## config.mk

```make
export PLATFORM = sky130hd
export DESIGN_NAME = sqvg_queue
export DESIGN_NICKNAME = d
export VERILOG_FILES = /design/src/design/sprite_quad_vertex_generator_assert.svh /design/src/design/sqvg_queue.sv
export SDC_FILE = /design/constraint.sdc
export NUM_CORES = 1
export LEC_CHECK = 0
export BUFFER_PORTS_ARGS = -buffer_cell sky130_fd_sc_hd__buf_2
export CORE_AREA = 8 8 45 47
export DETAILED_ROUTE_END_ITERATION = 6
export DIE_AREA = 0 0 53 55
export HOLD_SLACK_MARGIN = 0.15
export SLEW_MARGIN = 30
export SYNTH_ARGS = -nofsm -noshare
export SYNTH_HDL_FRONTEND = slang
export SYNTH_SLANG_ARGS = --single-unit
```

## constraint.sdc

```tcl
create_clock -name clk -period 4.3 [get_ports clk]
set_input_delay 0.86 -clock clk [delete_from_list [all_inputs] [get_ports clk]]
set_output_delay 0.86 -clock clk [all_outputs]
set_load 0.01 [all_outputs]
```

## src/design/sprite_quad_vertex_generator_assert.svh

```systemverilog
// Assertion macros for the sprite quad vertex generator.
`ifndef SPRITE_QUAD_VERTEX_GENERATOR_ASSERT_SVH
`define SPRITE_QUAD_VERTEX_GENERATOR_ASSERT_SVH

`ifndef NO_ASSERTIONS

`define SQVG_ASSERT_IMPL(name, ante, cons) \
name: assert property (@(posedge clk) disable iff (!arst_n) (ante) |-> (cons)) \
	else $error("sqvg assertion failed");

`define SQVG_ASSERT_NEVER(name, cond) \
name: assert property (@(posedge clk) disable iff (!arst_n) !(cond)) \
	else $error("sqvg assertion failed");

`else

`define SQVG_ASSERT_IMPL(name, ante, cons)

`define SQVG_ASSERT_NEVER(name, cond)

`endif

`endif

```

## src/design/sqvg_queue.sv

```systemverilog
module sqvg_queue #(
	parameter int DATA_W = 1,
	parameter int DEPTH  = 2
) (
	input  logic              clk,
	input  logic              arst_n,
	input  logic              push,
	input  logic [DATA_W-1:0] din,
	output logic              full,
	input  logic              pop,
	output logic [DATA_W-1:0] dout,
	output logic              empty
);

	localparam int PW = (DEPTH > 1) ? $clog2(DEPTH) : 1;
	localparam int CW = $clog2(DEPTH + 1);

	logic [DATA_W-1:0] mem_q [DEPTH];
	logic [PW-1:0]     wr_q;
	logic [PW-1:0]     rd_q;
	logic [CW-1:0]     cnt_q;
	logic              do_push;
	logic              do_pop;

	function automatic logic [PW-1:0] next_ptr(input logic [PW-1:0] p);
		if (p == PW'(DEPTH - 1)) begin
			return '0;
		end
		return p + PW'(1);
	endfunction

	assign full    = (cnt_q == CW'(DEPTH));
	assign empty   = (cnt_q == '0);
	assign do_push = push && !full;
	assign do_pop  = pop && !empty;
	assign dout    = mem_q[rd_q];

	always_ff @(posedge clk) begin
		if (do_push) begin
			mem_q[wr_q] <= din;
		end
	end

	always_ff @(posedge clk or negedge arst_n) begin
		if (!arst_n) begin
			wr_q  <= '0;
			rd_q  <= '0;
			cnt_q <= '0;
		end else begin
			if (do_push) begin
				wr_q <= next_ptr(wr_q);
			end
			if (do_pop) begin
				rd_q <= next_ptr(rd_q);
			end
			if (do_push && !do_pop) begin
				cnt_q <= cnt_q + CW'(1);
			end else if (do_pop && !do_push) begin
				cnt_q <= cnt_q - CW'(1);
			end
		end
	end

endmodule

```

==> out/qor.csv <==
metric,value,unit
cts_hold_buf,0,
min_period,1.935,ns
htree_num_levels,1,
critPathArrivalTime,1.08,ns
drive_gt1_share,33.33,%
pwr-share-comb,37.5,%
finalWeightedCongestion,0.7197,
clock_path_buffers,2,
yosysSeqAreaShare,59.81,%
p_int,0.1717,mW
cp.required,3.44,ns
ir_drop,0.2547,mV
grt_max_degree,6,
switchingPower,0.08710,mW
rr_worst_depth,6,
p_sw_share,33.65,%
dp.final_hpwl,408.8,um
fmax,0.5167,GHz
crit_buf_inv,1,
fin_crit_sh,45.01,%
drc,0,
cts.sinks,6,
fin_nets,40,
synth.net_count,28,
crit_path_top_delay_cell,dfrtp_1,
rsz0062_at_grt,no,
power.total,0.2588,mW
final_core_util,25.23,%
status,"finished, final reports clean",
rr_startpoint,cnt_q[0],
wl_per_cell,9.776,um
slew_headroom,85.46,%
cap_violations,0,
clock_power_share,21.4,%
yosysWarningCount,0,
seqPwrFrac,41.1,%
cts_setup_buffers,0,
critical_path.top_delay_family,flip-flops,
r2r_end,cnt_q[1],
yosysUniqueCellTypes,12,
die_h,55,um
start_util,19.35,%
ios,8,
fillers,152,
fin_skew,0.006626,ns
fp-row-count,14,
critical-path-max-stage-delay,0.36,ns
first_pass_iters,1,
cts_buffers,3,
dpl_cell_area,322.8,um^2
routed_wl,479,um
dieWidth,53,um
clk_pin_slew,0.05,ns
die_area,0.002915,mm^2
root_buffer,clkbuf_4,
drtIter0Drc,0,
timing.final.ws_setup,2.365,ns
powerDensity,741.4,mW/mm^2
ys_top_cells_by_area,"dfrtp_1, edfxtp_1, xnor2_1",
port-buffer-count,7,
crit_type,reg2out,
syn-cell-area,267.8,um^2
setup_viol,0,
final_area,349.1,um^2
ant_nets,0,
viasPerCell,3.714,
num_antenna_cells,0,
tns,0,ns
ys_ff_latch,6,
rrSetupSlack,2.79,ns
crit_path_end_kind,output port,
yosysTopAreaCell,dfrtp_1,
grt_pass1_wl,800,um
syn2layout_area_growth,30.37,%
vias,182,
synth_cells,22,
place_ws,2.439,ns
core_area,0.001384,mm^2
final_hold_viol_count,0,
grt_pass1_vias,206,
cts_resized,0,
worstSetupStartpointType,flop,
cts_tree,built,
critPathMaxFanout,2,
min_path_type,in2async,
synth.top_cell.area_share,37.38,%
path_cells,mux2_2 -> buf_2,
insertion_delay,0.24,ns
avgSynthCellArea,12.17,um^2
grt_overflow,0,
antenna_found_initial,0,
tightest_slew,0.2167,ns
final_max_slew_viol_count,0,
track_usage,4.119,%
p_leak,0.1700,nW
[power groups by stage]
| stage | logic [mW] | clock network, mW | registers [mW] |
|---|---|---|---|
| 6_report | 0.0971 | 0.0554 | 0.106 |
| 5_1_grt | 0.111 | 0.0615 | 0.109 |
| 4_1_cts | 0.101 | 0.0580 | 0.107 |
| 3_5_place_dp | 0.0995 | 0 | 0.108 |
| 3_3_place_gp | 0.0949 | 0 | 0.108 |
| 2_1_floorplan | 0.0726 | 0 | 0.104 |
[through the flow]
step / hold slack (ns) / instances
after global routing: 0.4143 / 49
after detailed placement: 0.4794 / 45
after global placement: 0.4775 / 45
after CTS: 0.4111 / 49
after floorplan: 0.4550 / 22
final: 0.4117 / 49
[layer usage]
| layer | global-route usage, % | part of all wire [%] | vias to the layer above |
|---|---|---|---|
| met5 | 0 | 0 | - |
| met4 | 3.879 | 1.3 | 0 |
| met3 | 2.674 | 6.9 | 2 |
| met2 | 5.859 | 49 | 4 |
| met1 | 4.006 | 43 | 83 |
| li1 | - | - | 93 |
[Yosys cell counts (all sizes together)]
| cell | instances |
|---|---|
| xnor2 | 3 |
| inv | 2 |
| xor2 | 2 |
| ha | 1 |
| dfrtp | 4 |
| and3 | 1 |
| edfxtp | 2 |
| mux2 | 1 |
| nor2 | 3 |
| nand2b | 1 |
| o21ai | 1 |
| nand2 | 1 |
[placed cells by master (no fill, tap or decap), types with 2 or more instances in the layout]
| master | count |
|---|---|
| inv_1 | 2 |
| nor2_1 | 3 |
| dfrtp_1 | 4 |
| xor2_1 | 2 |
| edfxtp_1 | 2 |
| buf_2 | 7 |
| clkbuf_4 | 3 |
| xnor2_1 | 3 |
[cells by family after synthesis]
group,Yosys count,synth area share [%]
AOI/OAI and AO/OA,1,1.867
adders and majority gates,1,4.672
xor gates and xnor gates,5,16.36
and+or+nand+nor,6,10.28
DFF,6,59.82
muxes,1,4.205
buffers and inverters,2,2.805
[registers in the layout, indices dropped and copies added (netlist names)]
signal and flops:
rd_q 1, wr_q 1, cnt_q 2, mem_q 2
[worst max-delay path by stage]
stage	from	endpoint	slack [ns]	cells after the start
2_1_floorplan	push	cnt_q[1]	2.66	5
3_3_place_gp	push	cnt_q[1]	2.51	6
3_5_place_dp	push	cnt_q[1]	2.44	6
4_1_cts	rd_q	dout	2.35	2
5_1_grt	rd_q	dout	2.32	2
6_report	rd_q	dout	2.36	2
[cell type report]
type	count	area (um^2)	area share, %
Clock buffer	4	26.28	7.527
Inverter	2	7.507	2.151
Multi-Input combinational cell	14	100.1	28.67
Sequential cell	6	160.2	45.88
Tap cell	16	20.02	5.735
Timing Repair Buffer	7	35.03	10.04
(Power assumes the default switching activity.)
