File: config.mk
export PLATFORM = sky130hd
export DESIGN_NAME = sqvg_front
export DESIGN_NICKNAME = d
export VERILOG_FILES = /design/src/design/sprite_quad_vertex_generator_assert.svh /design/src/design/sqvg_pkg.sv /design/src/design/sqvg_front.sv
export SDC_FILE = /design/constraint.sdc
export NUM_CORES = 1
export LEC_CHECK = 0
export ABC_CLOCK_PERIOD_IN_PS = 3320
export BUFFER_PORTS_ARGS = -buffer_cell sky130_fd_sc_hd__buf_2
export CAP_MARGIN = 30
export CORE_AREA = 10 10 261 263
export DETAILED_ROUTE_END_ITERATION = 6
export DIE_AREA = 0 0 271 273
export GPL_ROUTABILITY_DRIVEN = 0
export PLACE_DENSITY = 0.38
export SETUP_SLACK_MARGIN = 0.15
export SYNTH_ARGS = -nofsm -noshare
export SYNTH_HDL_FRONTEND = slang
export SYNTH_SLANG_ARGS = --single-unit
File: constraint.sdc
create_clock -name vclk -period 3.32
set_clock_uncertainty 0.05 [all_clocks]
set_input_delay 0.498 -clock vclk [all_inputs]
set_output_delay 0.498 -clock vclk [all_outputs]
set_load 0.005 [all_outputs]
File: src/design/sprite_quad_vertex_generator_assert.svh
// Assertion macros for the sprite quad vertex generator.
`ifndef SPRITE_QUAD_VERTEX_GENERATOR_ASSERT_SVH
`define SPRITE_QUAD_VERTEX_GENERATOR_ASSERT_SVH

`ifndef NO_ASSERTIONS

`define SQVG_ASSERT_IMPL(name, ante, cons) \
name: assert property (@(posedge clk) disable iff (!arst_n) (ante) |-> (cons)) \
	else $error("sqvg assertion failed");

`define SQVG_ASSERT_NEVER(name, cond) \
name: assert property (@(posedge clk) disable iff (!arst_n) !(cond)) \
	else $error("sqvg assertion failed");

`else

`define SQVG_ASSERT_IMPL(name, ante, cons)

`define SQVG_ASSERT_NEVER(name, cond)

`endif

`endif

File: src/design/sqvg_pkg.sv
package sqvg_pkg;

	localparam int QDEPTH_DEF = 2;
	localparam int CFG_IDX_W  = 3;
	localparam int CFG_DATA_W = 64;

	typedef enum logic [CFG_IDX_W-1:0] {
		REG_ROW0_XY = 3'd0,
		REG_ROW0_ZW = 3'd1,
		REG_ROW1_XY = 3'd2,
		REG_ROW1_ZW = 3'd3,
		REG_ROW2_XY = 3'd4,
		REG_ROW2_ZW = 3'd5
	} cfg_reg_t;

	localparam logic [CFG_DATA_W-1:0] ROW0_XY_RST = 64'h0000_0000_0001_0000;
	localparam logic [CFG_DATA_W-1:0] ROW0_ZW_RST = 64'h0000_0000_0000_0000;
	localparam logic [CFG_DATA_W-1:0] ROW1_XY_RST = 64'h0001_0000_0000_0000;
	localparam logic [CFG_DATA_W-1:0] ROW1_ZW_RST = 64'h0000_0000_0000_0000;
	localparam logic [CFG_DATA_W-1:0] ROW2_XY_RST = 64'h0000_0000_0000_0000;
	localparam logic [CFG_DATA_W-1:0] ROW2_ZW_RST = 64'h0000_0000_0001_0000;

	localparam logic [1:0] CORNER_ORIGIN = 2'd0;
	localparam logic [1:0] CORNER_UL     = 2'd1;
	localparam logic [1:0] CORNER_UR     = 2'd2;
	localparam logic [1:0] CORNER_BR     = 2'd3;

	typedef struct packed {
		logic                  wen;
		logic [CFG_IDX_W-1:0]  index;
		logic [CFG_DATA_W-1:0] data;
	} cfg_wr_t;

	// one queued sprite: both corner coordinates already formed at 33 bits
	typedef struct packed {
		logic signed [32:0] x0;
		logic signed [32:0] x1;
		logic signed [32:0] y0;
		logic signed [32:0] y1;
		logic signed [31:0] z;
		logic [31:0]        color;
		logic [63:0]        uv_low;
		logic [63:0]        uv_high;
	} sprite_t;

	typedef struct packed {
		logic signed [31:0] x;
		logic signed [31:0] y;
		logic signed [31:0] z;
		logic [15:0]        tex_u;
		logic [15:0]        tex_v;
		logic [31:0]        color;
		logic [1:0]         corner;
		logic               last;
	} vert_t;

	typedef struct packed {
		logic       issue;
		logic       q_pop;
		logic [1:0] corner;
	} bk_stat_t;

endpackage

File: src/design/sqvg_front.sv
module sqvg_front import sqvg_pkg::*; (
	input  logic               push,
	output logic               full,
	input  logic signed [31:0] pos_x,
	input  logic signed [31:0] pos_y,
	input  logic signed [31:0] pos_z,
	input  logic signed [31:0] size_x,
	input  logic signed [31:0] size_y,
	input  logic [16:0]        red,
	input  logic [16:0]        green,
	input  logic [16:0]        blue,
	input  logic [16:0]        alpha,
	input  logic [63:0]        uv_low,
	input  logic [63:0]        uv_high,
	input  logic               q_full,
	output logic               q_push,
	output sprite_t            spr
);

	// (c * 255) >> 16, clamped to one byte
	function automatic logic [7:0] chan8(input logic [16:0] c);
		logic [24:0] p;
		p = {c, 8'b0} - 25'(c);
		if (p[24]) begin
			return 8'hFF;
		end
		return p[23:16];
	endfunction

	assign full   = q_full;
	assign q_push = push && !q_full;

	always_comb begin
		spr.x0      = 33'(pos_x);
		spr.y0      = 33'(pos_y);
		spr.x1      = 33'(pos_x) + 33'(size_x);
		spr.y1      = 33'(pos_y) + 33'(size_y);
		spr.z       = pos_z;
		spr.color   = {chan8(alpha), chan8(blue), chan8(green), chan8(red)};
		spr.uv_low  = uv_low;
		spr.uv_high = uv_high;
	end

endmodule

==> flow_summary_export.csv, run 1 <==
group,metric,value,unit
sta,relSlewSlack,0.710,
global_routing,grt_max_degree,12,
power_and_ir_drop,power_density,192,nW/um^2
min_path,hp-class,"input port to output pin",
synth,syn_nets,1419,
power_and_ir_drop,p_leak,0.00438,uW
layout,area_growth,35.4,%
sta,maxSlewViolCount,0,
sta,tightest_slew,0.432,ns
global_routing,grt.busiest_layer,"met2",
routing,vias,7423,
synth,synth_warnings,0,
sta,timing.final.crit_period,3.35,ns
worst_setup_path,cp.arrival,2.80,ns
sta,holdWs,0.946,ns
routing,wirelength,32000,um
floorplanning,chipHeight,273,um
synth,syn_avg_cell_area,7.31,um^2
floorplanning,die_w,271,um
floorplanning,fp.dieArea,74000,um^2
power_and_ir_drop,vdd_drop_max,0.0000660,V
layout,nClkBuffers,0,
floorplanning,initial_utilization,0.112,
layout,layout_common_cells,"buf_2 (358), ha_1 (75), buf_4 (61)",
floorplanning,ios,684,
worst_setup_path,crit_fanout,3,
layout,fillCellCount,7259,
sta,fmax,299,MHz
global_routing,grt_pass1_vias,7941,
sta,hold_viol,0,
layout,nFlopsAndLatches,0,
routing,ant_nets,0,
routing,wl_per_cell,16.0,um
layout,drive_above_1_share,0.492,
global_routing,gr-usage-met1,0.0863,
worst_setup_path,critPathRequiredTime,2.77,ns
global_routing,antenna_found_initial,2,
run_status,violations,"setup timing",
global_routing,grt_pass1_wl,47000,um
global_routing,grtUsageMet2,0.140,
sta,finalSetupViolations,3,
worst_setup_path,worstSetupEndpointType,"output pin",
synth,yosysSeqAreaShare,0,
worst_setup_path,start_kind,"input port",
clock_tree,hold_buffers,0,
floorplanning,std_cell_rows,92,
layout,final_common_cell,"buf_2",
global_routing,grt_overflow,0,
worst_setup_path,path_class,"input port to output pin",
synth,synth.distinct_cells,78,
synth,synthesis.instances,959,
routing,viasPerCell,3.72,
sta,rsz0062_at_grt,"yes",
routing,firstDrtPassIters,4,
job,drv_cap,0,
layout,register_area,0,um^2
global_routing,met3_usage,0.0272,
sta,fin_crit_sh,1.01,
run_status,status,"finished, violations left",
routing,drt_iter0_markers,259,
place,io_buffers,364,
sta,setup_slack,-0.0266,ns
layout,final_nets,1610,
routing,drcViolationCount,0,
power_and_ir_drop,power,1820,uW
synth,synth_area,7010,um^2
place,dp.final_hpwl,28600,um
floorplanning,fp.coreArea,62700,um^2
global_routing,grt_usage,0.0775,
## Yosys cell counts (all sizes together) (5+ instances only)
cell type	instances	area, um^2
buf	233	1740
ha	100	1250
a21oi	69	372
nand2	58	218
inv	56	210
xnor2	56	498
o21ai	47	243
nor2	46	175
a21o	40	302
xor2	21	184
nand3	19	95.1
nor3	15	96.4
a211oi	14	110
a31oi	14	87.6
and3	13	81.3
clkbuf	12	45.0
nand4	12	75.1
o211ai	12	95.1
o21a	10	75.1
o21bai	10	75.1
nor4	9	62.6
or3	9	56.3
and2	6	41.3
nor2b	6	37.5
a211o	5	43.8
a41oi	5	70.1
nand3b	5	37.5
o31ai	5	42.5
## report_power, final
group | internal [uW] | switching, uW
Clock | 0.0000809 | 0
Combinational | 862 | 960
Sequential | 0 | 0
## worst paths after layout
kind	from	to	slack [ns]	cells after the start
worst max-delay path	pos_x[0]	spr[278]	-0.03	11
worst min-delay path	uv_low[41]	spr[105]	0.95	0
## worst max-delay path: stages
cell,delay (ns)
buf_8,0.10
ha_4,0.15
fa_2,0.35
a21o_4,0.22
a221oi_4,0.36
a2111oi_4,0.13
o311a_1,0.36
o21a_1,0.19
nor2_2,0.14
xnor2_2,0.14
buf_2,0.15
## per-layer routing
metal	share of wire	routed length, um	vias to the layer above
met5	0.0041	131	-
met4	0.016	514	4
met3	0.092	2930	52
met2	0.50	16100	355
met1	0.38	12300	3434
li1	-	-	3578
## logic make-up after synthesis
kind of cell,share of synthesized area
mux,0.00143
simple gates,0.158
xor+xnor,0.0972
fa+ha+maj,0.184
compound gates,0.276
buf+inv,0.284
## per-stage QoR
step	setup WS [ns]	cells	utilization	setup TNS [ns]	instance area, um^2
finish	-0.0266	1996	0.151	-0.0368	9500
global route	-0.103	1996	0.151	-0.366	9500
CTS	-0.0933	1983	0.140	-0.257	8800
detailed placement	-0.248	1974	0.135	-1.11	8490
global placement	-0.228	1974	0.135	-0.926	8490
floorplan	0.259	959	-	0	7010
## final cells by class
cell class | count | area (um^2) | area share
multi-input cells | 658 | 5790 | 0.609
inverters | 56 | 210 | 0.0221
well taps | 846 | 1060 | 0.111
diodes | 2 | 5.00 | 0.000527
repair buffers | 434 | 2430 | 0.256
## what timing repair did
| action | CTS | global route |
|---|---|---|
| buffers inserted | 9 | 11 |
| endpoints found under the setup margin | 40 | 59 |
| gates cloned | 0 | 0 |
| pin swaps | 35 | 73 |
| gates resized for setup | 39 | 111 |
(Power assumes the default switching activity.)
==> run 2: changes to the inputs <==
- SKIP_LAST_GASP: not set -> 1
==> flow_summary_export.csv, run 2 (same netlist as run 1, synthesis figures left out) <==
group,metric,value,unit
power_and_ir_drop,vdd_drop_max,0.0000668,V
sta,fin_crit_sh,1.01,
sta,relSlewSlack,0.726,
worst_setup_path,critPathRequiredTime,2.77,ns
global_routing,grt_usage,0.0774,
sta,fin_setup_tns,-0.0301,ns
sta,maxSlewViolCount,0,
worst_setup_path,path_class,"input port to output pin",
worst_setup_path,cpMaxStageDelayCell,"a221oi_4",
power_and_ir_drop,p_leak,0.00438,uW
worst_setup_path,cp.arrival,2.80,ns
layout,layout_common_cells,"buf_2 (358), ha_1 (75), buf_4 (62)",
worst_setup_path,crit_fanout,3,
run_status,status,"finished, violations left",
global_routing,grt_overflow,0,
floorplanning,fp.dieArea,74000,um^2
global_routing,grt_pass1_vias,7929,
layout,nFlopsAndLatches,0,
sta,holdWs,0.946,ns
min_path,hp-class,"input port to output pin",
min_path,whs_path_depth,0,
min_path,min-delay-start,"uv_low[41]",
floorplanning,std_cell_rows,92,
layout,fillCellCount,7258,
layout,register_area,0,um^2
floorplanning,die_w,271,um
worst_setup_path,cpPeakStageDelay,0.36,ns
worst_setup_path,cp_cell_sequence,"buf_8, ha_4, fa_2, a21o_4, a221oi_4, a2111oi_4, o311a_1, o21a_1, nor2_2, xnor2_2, buf_2",
routing,wirelength,31900,um
routing,vias,7439,
min_path,worstHoldEndpoint,"spr[105]",
layout,area_growth,35.0,%
layout,multi_input_area,5760,um^2
floorplanning,chipHeight,273,um
routing,drcViolationCount,0,
sta,rsz0062_at_grt,"yes",
sta,setup_slack,-0.0301,ns
sta,tightest_slew,0.406,ns
routing,drt_iter0_markers,277,
run_status,violations,"setup timing",
layout,drive_above_1_share,0.489,
routing,wl_per_cell,16.0,um
layout,final_nets,1611,
worst_setup_path,worstSetupEndpointType,"output pin",
global_routing,grt_max_degree,12,
power_and_ir_drop,power_density,192,nW/um^2
power_and_ir_drop,power,1820,uW
sta,hold_viol,0,
routing,firstDrtPassIters,4,
layout,nClkBuffers,0,
routing,viasPerCell,3.73,
sta,finalSetupViolations,1,
global_routing,grt_pass1_wl,46900,um
worst_setup_path,start_kind,"input port",
job,drv_cap,0,
sta,fmax,298,MHz
floorplanning,fp.coreArea,62700,um^2
floorplanning,initial_utilization,0.112,
place,io_buffers,364,
layout,final_common_cell,"buf_2",
global_routing,antenna_found_initial,2,
sta,timing.final.crit_period,3.35,ns
routing,ant_nets,0,
place,post-place-ws,-0.248,ns
floorplanning,ios,684,
place,dp.final_hpwl,28600,um
## run 2: layout make-up
| type | instances | share of cell area |
|---|---|---|
| antenna | 2 | 0.000529 |
| multi-input combinational | 658 | 0.608 |
| timing repair buffer | 435 | 0.258 |
| inverter | 56 | 0.0222 |
| tap | 846 | 0.112 |
## run 2: worst max-delay path by stage
stage,startpoint,to,cells after the start
floorplan,pos_x[0],spr[290],8
global placement,pos_x[0],spr[282],10
detailed placement,pos_x[0],spr[282],10
CTS,pos_x[0],spr[282],10
global route,pos_x[0],spr[278],11
finish,pos_x[0],spr[278],11
## run 2: power by group
group	internal [uW]	switching (uW)	leakage, uW
Combinational	864	953	0.00438
Clock	0.0000809	0	0.0000000127
Sequential	0	0	0
Total	864	953	0.00438
## run 2: routing by layer
metal,GRT usage,part of all wire,routed length [um]
met1,0.0861,0.39,12300
met2,0.140,0.50,16100
met3,0.0272,0.090,2890
met4,0.0134,0.015,490
met5,0.0138,0.0041,131
## run 2: what timing repair did
action / CTS / global route
setup buffers: 9 / 12
pin swaps: 35 / 69
hold buffers: 0 / 0
resized for setup: 37 / 104
hold endpoints to repair: 0 / 0
setup endpoints to repair: 40 / 59
## run 2: per-stage QoR
stage,area [um^2],util,std cells
after floorplan,7010,-,959
after global placement,8490,0.135,1974
after detailed placement,8490,0.135,1974
after CTS,8790,0.140,1983
after global routing,9470,0.151,1997
final,9470,0.151,1997
## run 2: worst max-delay path: cells and delay by family
family          cells  cell delay, ns
xor+xnor            1            0.15
simple gates        1            0.14
buf+inv             2            0.25
fa+ha+maj           2            0.50
compound gates      5            1.25
==> run 3: changes to the inputs <==
- BUFFER_PORTS_ARGS: -buffer_cell sky130_fd_sc_hd__buf_2 -> -buffer_cell sky130_fd_sc_hd__buf_4
- SLEW_MARGIN: not set -> 25
==> flow_summary_export.csv, run 3 (same netlist as run 1, synthesis figures left out) <==
group,metric,value,unit
power_and_ir_drop,power_density,194,nW/um^2
worst_setup_path,critPathRequiredTime,2.77,ns
power_and_ir_drop,p_comb_frac,1.000,
worst_setup_path,worstSetupEndpointType,"output pin",
floorplanning,chipHeight,273,um
worst_setup_path,crit_fanout,3,
floorplanning,initial_utilization,0.112,
worst_setup_path,cpPeakStageDelay,0.36,ns
place,io_buffers,364,
floorplanning,fp.coreArea,62700,um^2
sta,rsz0062_at_grt,"yes",
power_and_ir_drop,vdd_drop_max,0.0000698,V
global_routing,grt_max_degree,12,
floorplanning,die_w,271,um
sta,maxSlewViolCount,0,
sta,finalSetupViolations,0,
layout,area_growth,44.2,%
layout,drive_above_1_share,0.469,
global_routing,grt_pass1_vias,7873,
layout,layout_common_cells,"buf_4 (421), ha_1 (87), a21oi_1 (60)",
sta,fin_setup_tns,0,ns
global_routing,grt_overflow,0,
global_routing,grt_usage,0.0793,
routing,drcViolationCount,0,
global_routing,grt_pass1_wl,47500,um
layout,final_common_cell,"buf_4",
layout,nFlopsAndLatches,0,
routing,routed.top_layer,"met5",
power_and_ir_drop,p_leak,0.00469,uW
layout,nClkBuffers,0,
worst_setup_path,path_class,"input port to output pin",
min_path,min-delay-start,"uv_low[41]",
layout,final_nets,1610,
sta,setup_slack,0.0142,ns
sta,fmax,303,MHz
floorplanning,std_cell_rows,92,
min_path,hp-class,"input port to output pin",
sta,timing.final.crit_period,3.31,ns
routing,firstDrtPassIters,5,
layout,diodes,0,
run_status,status,"finished clean",
layout,fin_cells,1994,
routing,met3_length,2940,um
job,drv_cap,0,
routing,wirelength,32600,um
place,dp.final_hpwl,29400,um
floorplanning,ios,684,
worst_setup_path,cpMaxStageDelayCell,"o311a_1",
routing,wl_per_cell,16.3,um
routing,ant_nets,0,
sta,hold_viol,0,
power_and_ir_drop,seq_power_share,0,
power_and_ir_drop,power_frac_clock,0,
min_path,whs_path_depth,0,
worst_setup_path,start_kind,"input port",
place,post-place-ws,-0.163,ns
power_and_ir_drop,p_int,1020,uW
min_path,worstHoldEndpoint,"spr[105]",
worst_setup_path,cp_cell_sequence,"buf_6, ha_4, fa_2, a21o_4, a221oi_4, a2111oi_4, o311a_1, o22a_2, a32oi_2, buf_4",
routing,drt-met1-wl,12400,um
power_and_ir_drop,power.switching,949,uW
power_and_ir_drop,swShare,0.482,
layout,fillCellCount,7221,
routing,viasPerCell,3.73,
floorplanning,fp.dieArea,74000,um^2
sta,fin_crit_sh,0.996,
sta,relSlewSlack,0.655,
place,dp_cells,1975,
routing,vias,7445,
worst_setup_path,cp.arrival,2.76,ns
routing,route.met2.wl,16600,um
sta,tightest_slew,0.513,ns
global_routing,antenna_found_initial,0,
layout,register_area,0,um^2
routing,drt_iter0_markers,346,
-- run 3: cell count changes in the layout (fill, tap and decap cells not counted), sizes merged --
| cell | previous run | this run |
|---|---|---|
| buf | 435 | 434 |
| diode | 2 | 0 |
-- run 3: final cells by class --
cell class                      instances  area, um^2  area share
Multi-Input combinational cell        658        5530       0.547
Tap cell                              846        1060       0.105
Inverter                               56         213      0.0210
Timing Repair Buffer                  434        3310       0.328
-- run 3: metrics by stage --
stage / total power, uW / hold slack (ns) / util / cell area (um^2)
2_1_floorplan: 1070 / 0.976 / - / 7010
3_3_place_gp: 1840 / 0.946 / 0.150 / 9410
3_5_place_dp: 1840 / 0.946 / 0.150 / 9410
4_1_cts: 1900 / 0.946 / 0.154 / 9660
5_1_grt: 2150 / 0.946 / 0.161 / 10100
6_report: 1970 / 0.946 / 0.161 / 10100
-- run 3: worst max-delay path, delay by kind of cell --
kind,cells,cell delay (ns)
AO/OA/AOI/OAI,6,1.53
adder cells (fa/ha/maj),2,0.50
buffers and inverters,2,0.24
-- run 3: repair_timing --
item	in CTS	in global routing
resized for setup	31	72
setup buffers	7	12
pin swaps	40	54
hold endpoints to repair	0	0
hold buffers	0	0
gates cloned	0	0
setup endpoints to repair	42	56
-- run 3: worst max-delay path by stage --
stage | start | to | slack (ns) | cells after the start
floorplan | pos_x[0] | spr[290] | 0.26 | 8
global placement | pos_x[0] | spr[288] | -0.18 | 11
detailed placement | pos_x[0] | spr[290] | -0.16 | 10
CTS | pos_x[0] | spr[278] | -0.06 | 11
global route | pos_x[0] | spr[278] | -0.06 | 11
finish | pos_x[0] | spr[290] | 0.01 | 10
-- run 3: layer usage --
metal  vias to the layer above  global-route usage
li1                       3584                   -
met1                      3461              0.0878
met5                         -              0.0138
met2                       352               0.145
met4                         4              0.0121
met3                        44              0.0266
-- run 3: power by group through the flow --
| stage | logic (uW) | registers (uW) | clock network [uW] |
|---|---|---|---|
| detailed placement | 1840 | 0 | 0 |
| finish | 1970 | 0 | 0 |
| global placement | 1840 | 0 | 0 |
| global route | 2150 | 0 | 0 |
| floorplan | 1070 | 0 | 0 |
| CTS | 1900 | 0 | 0 |
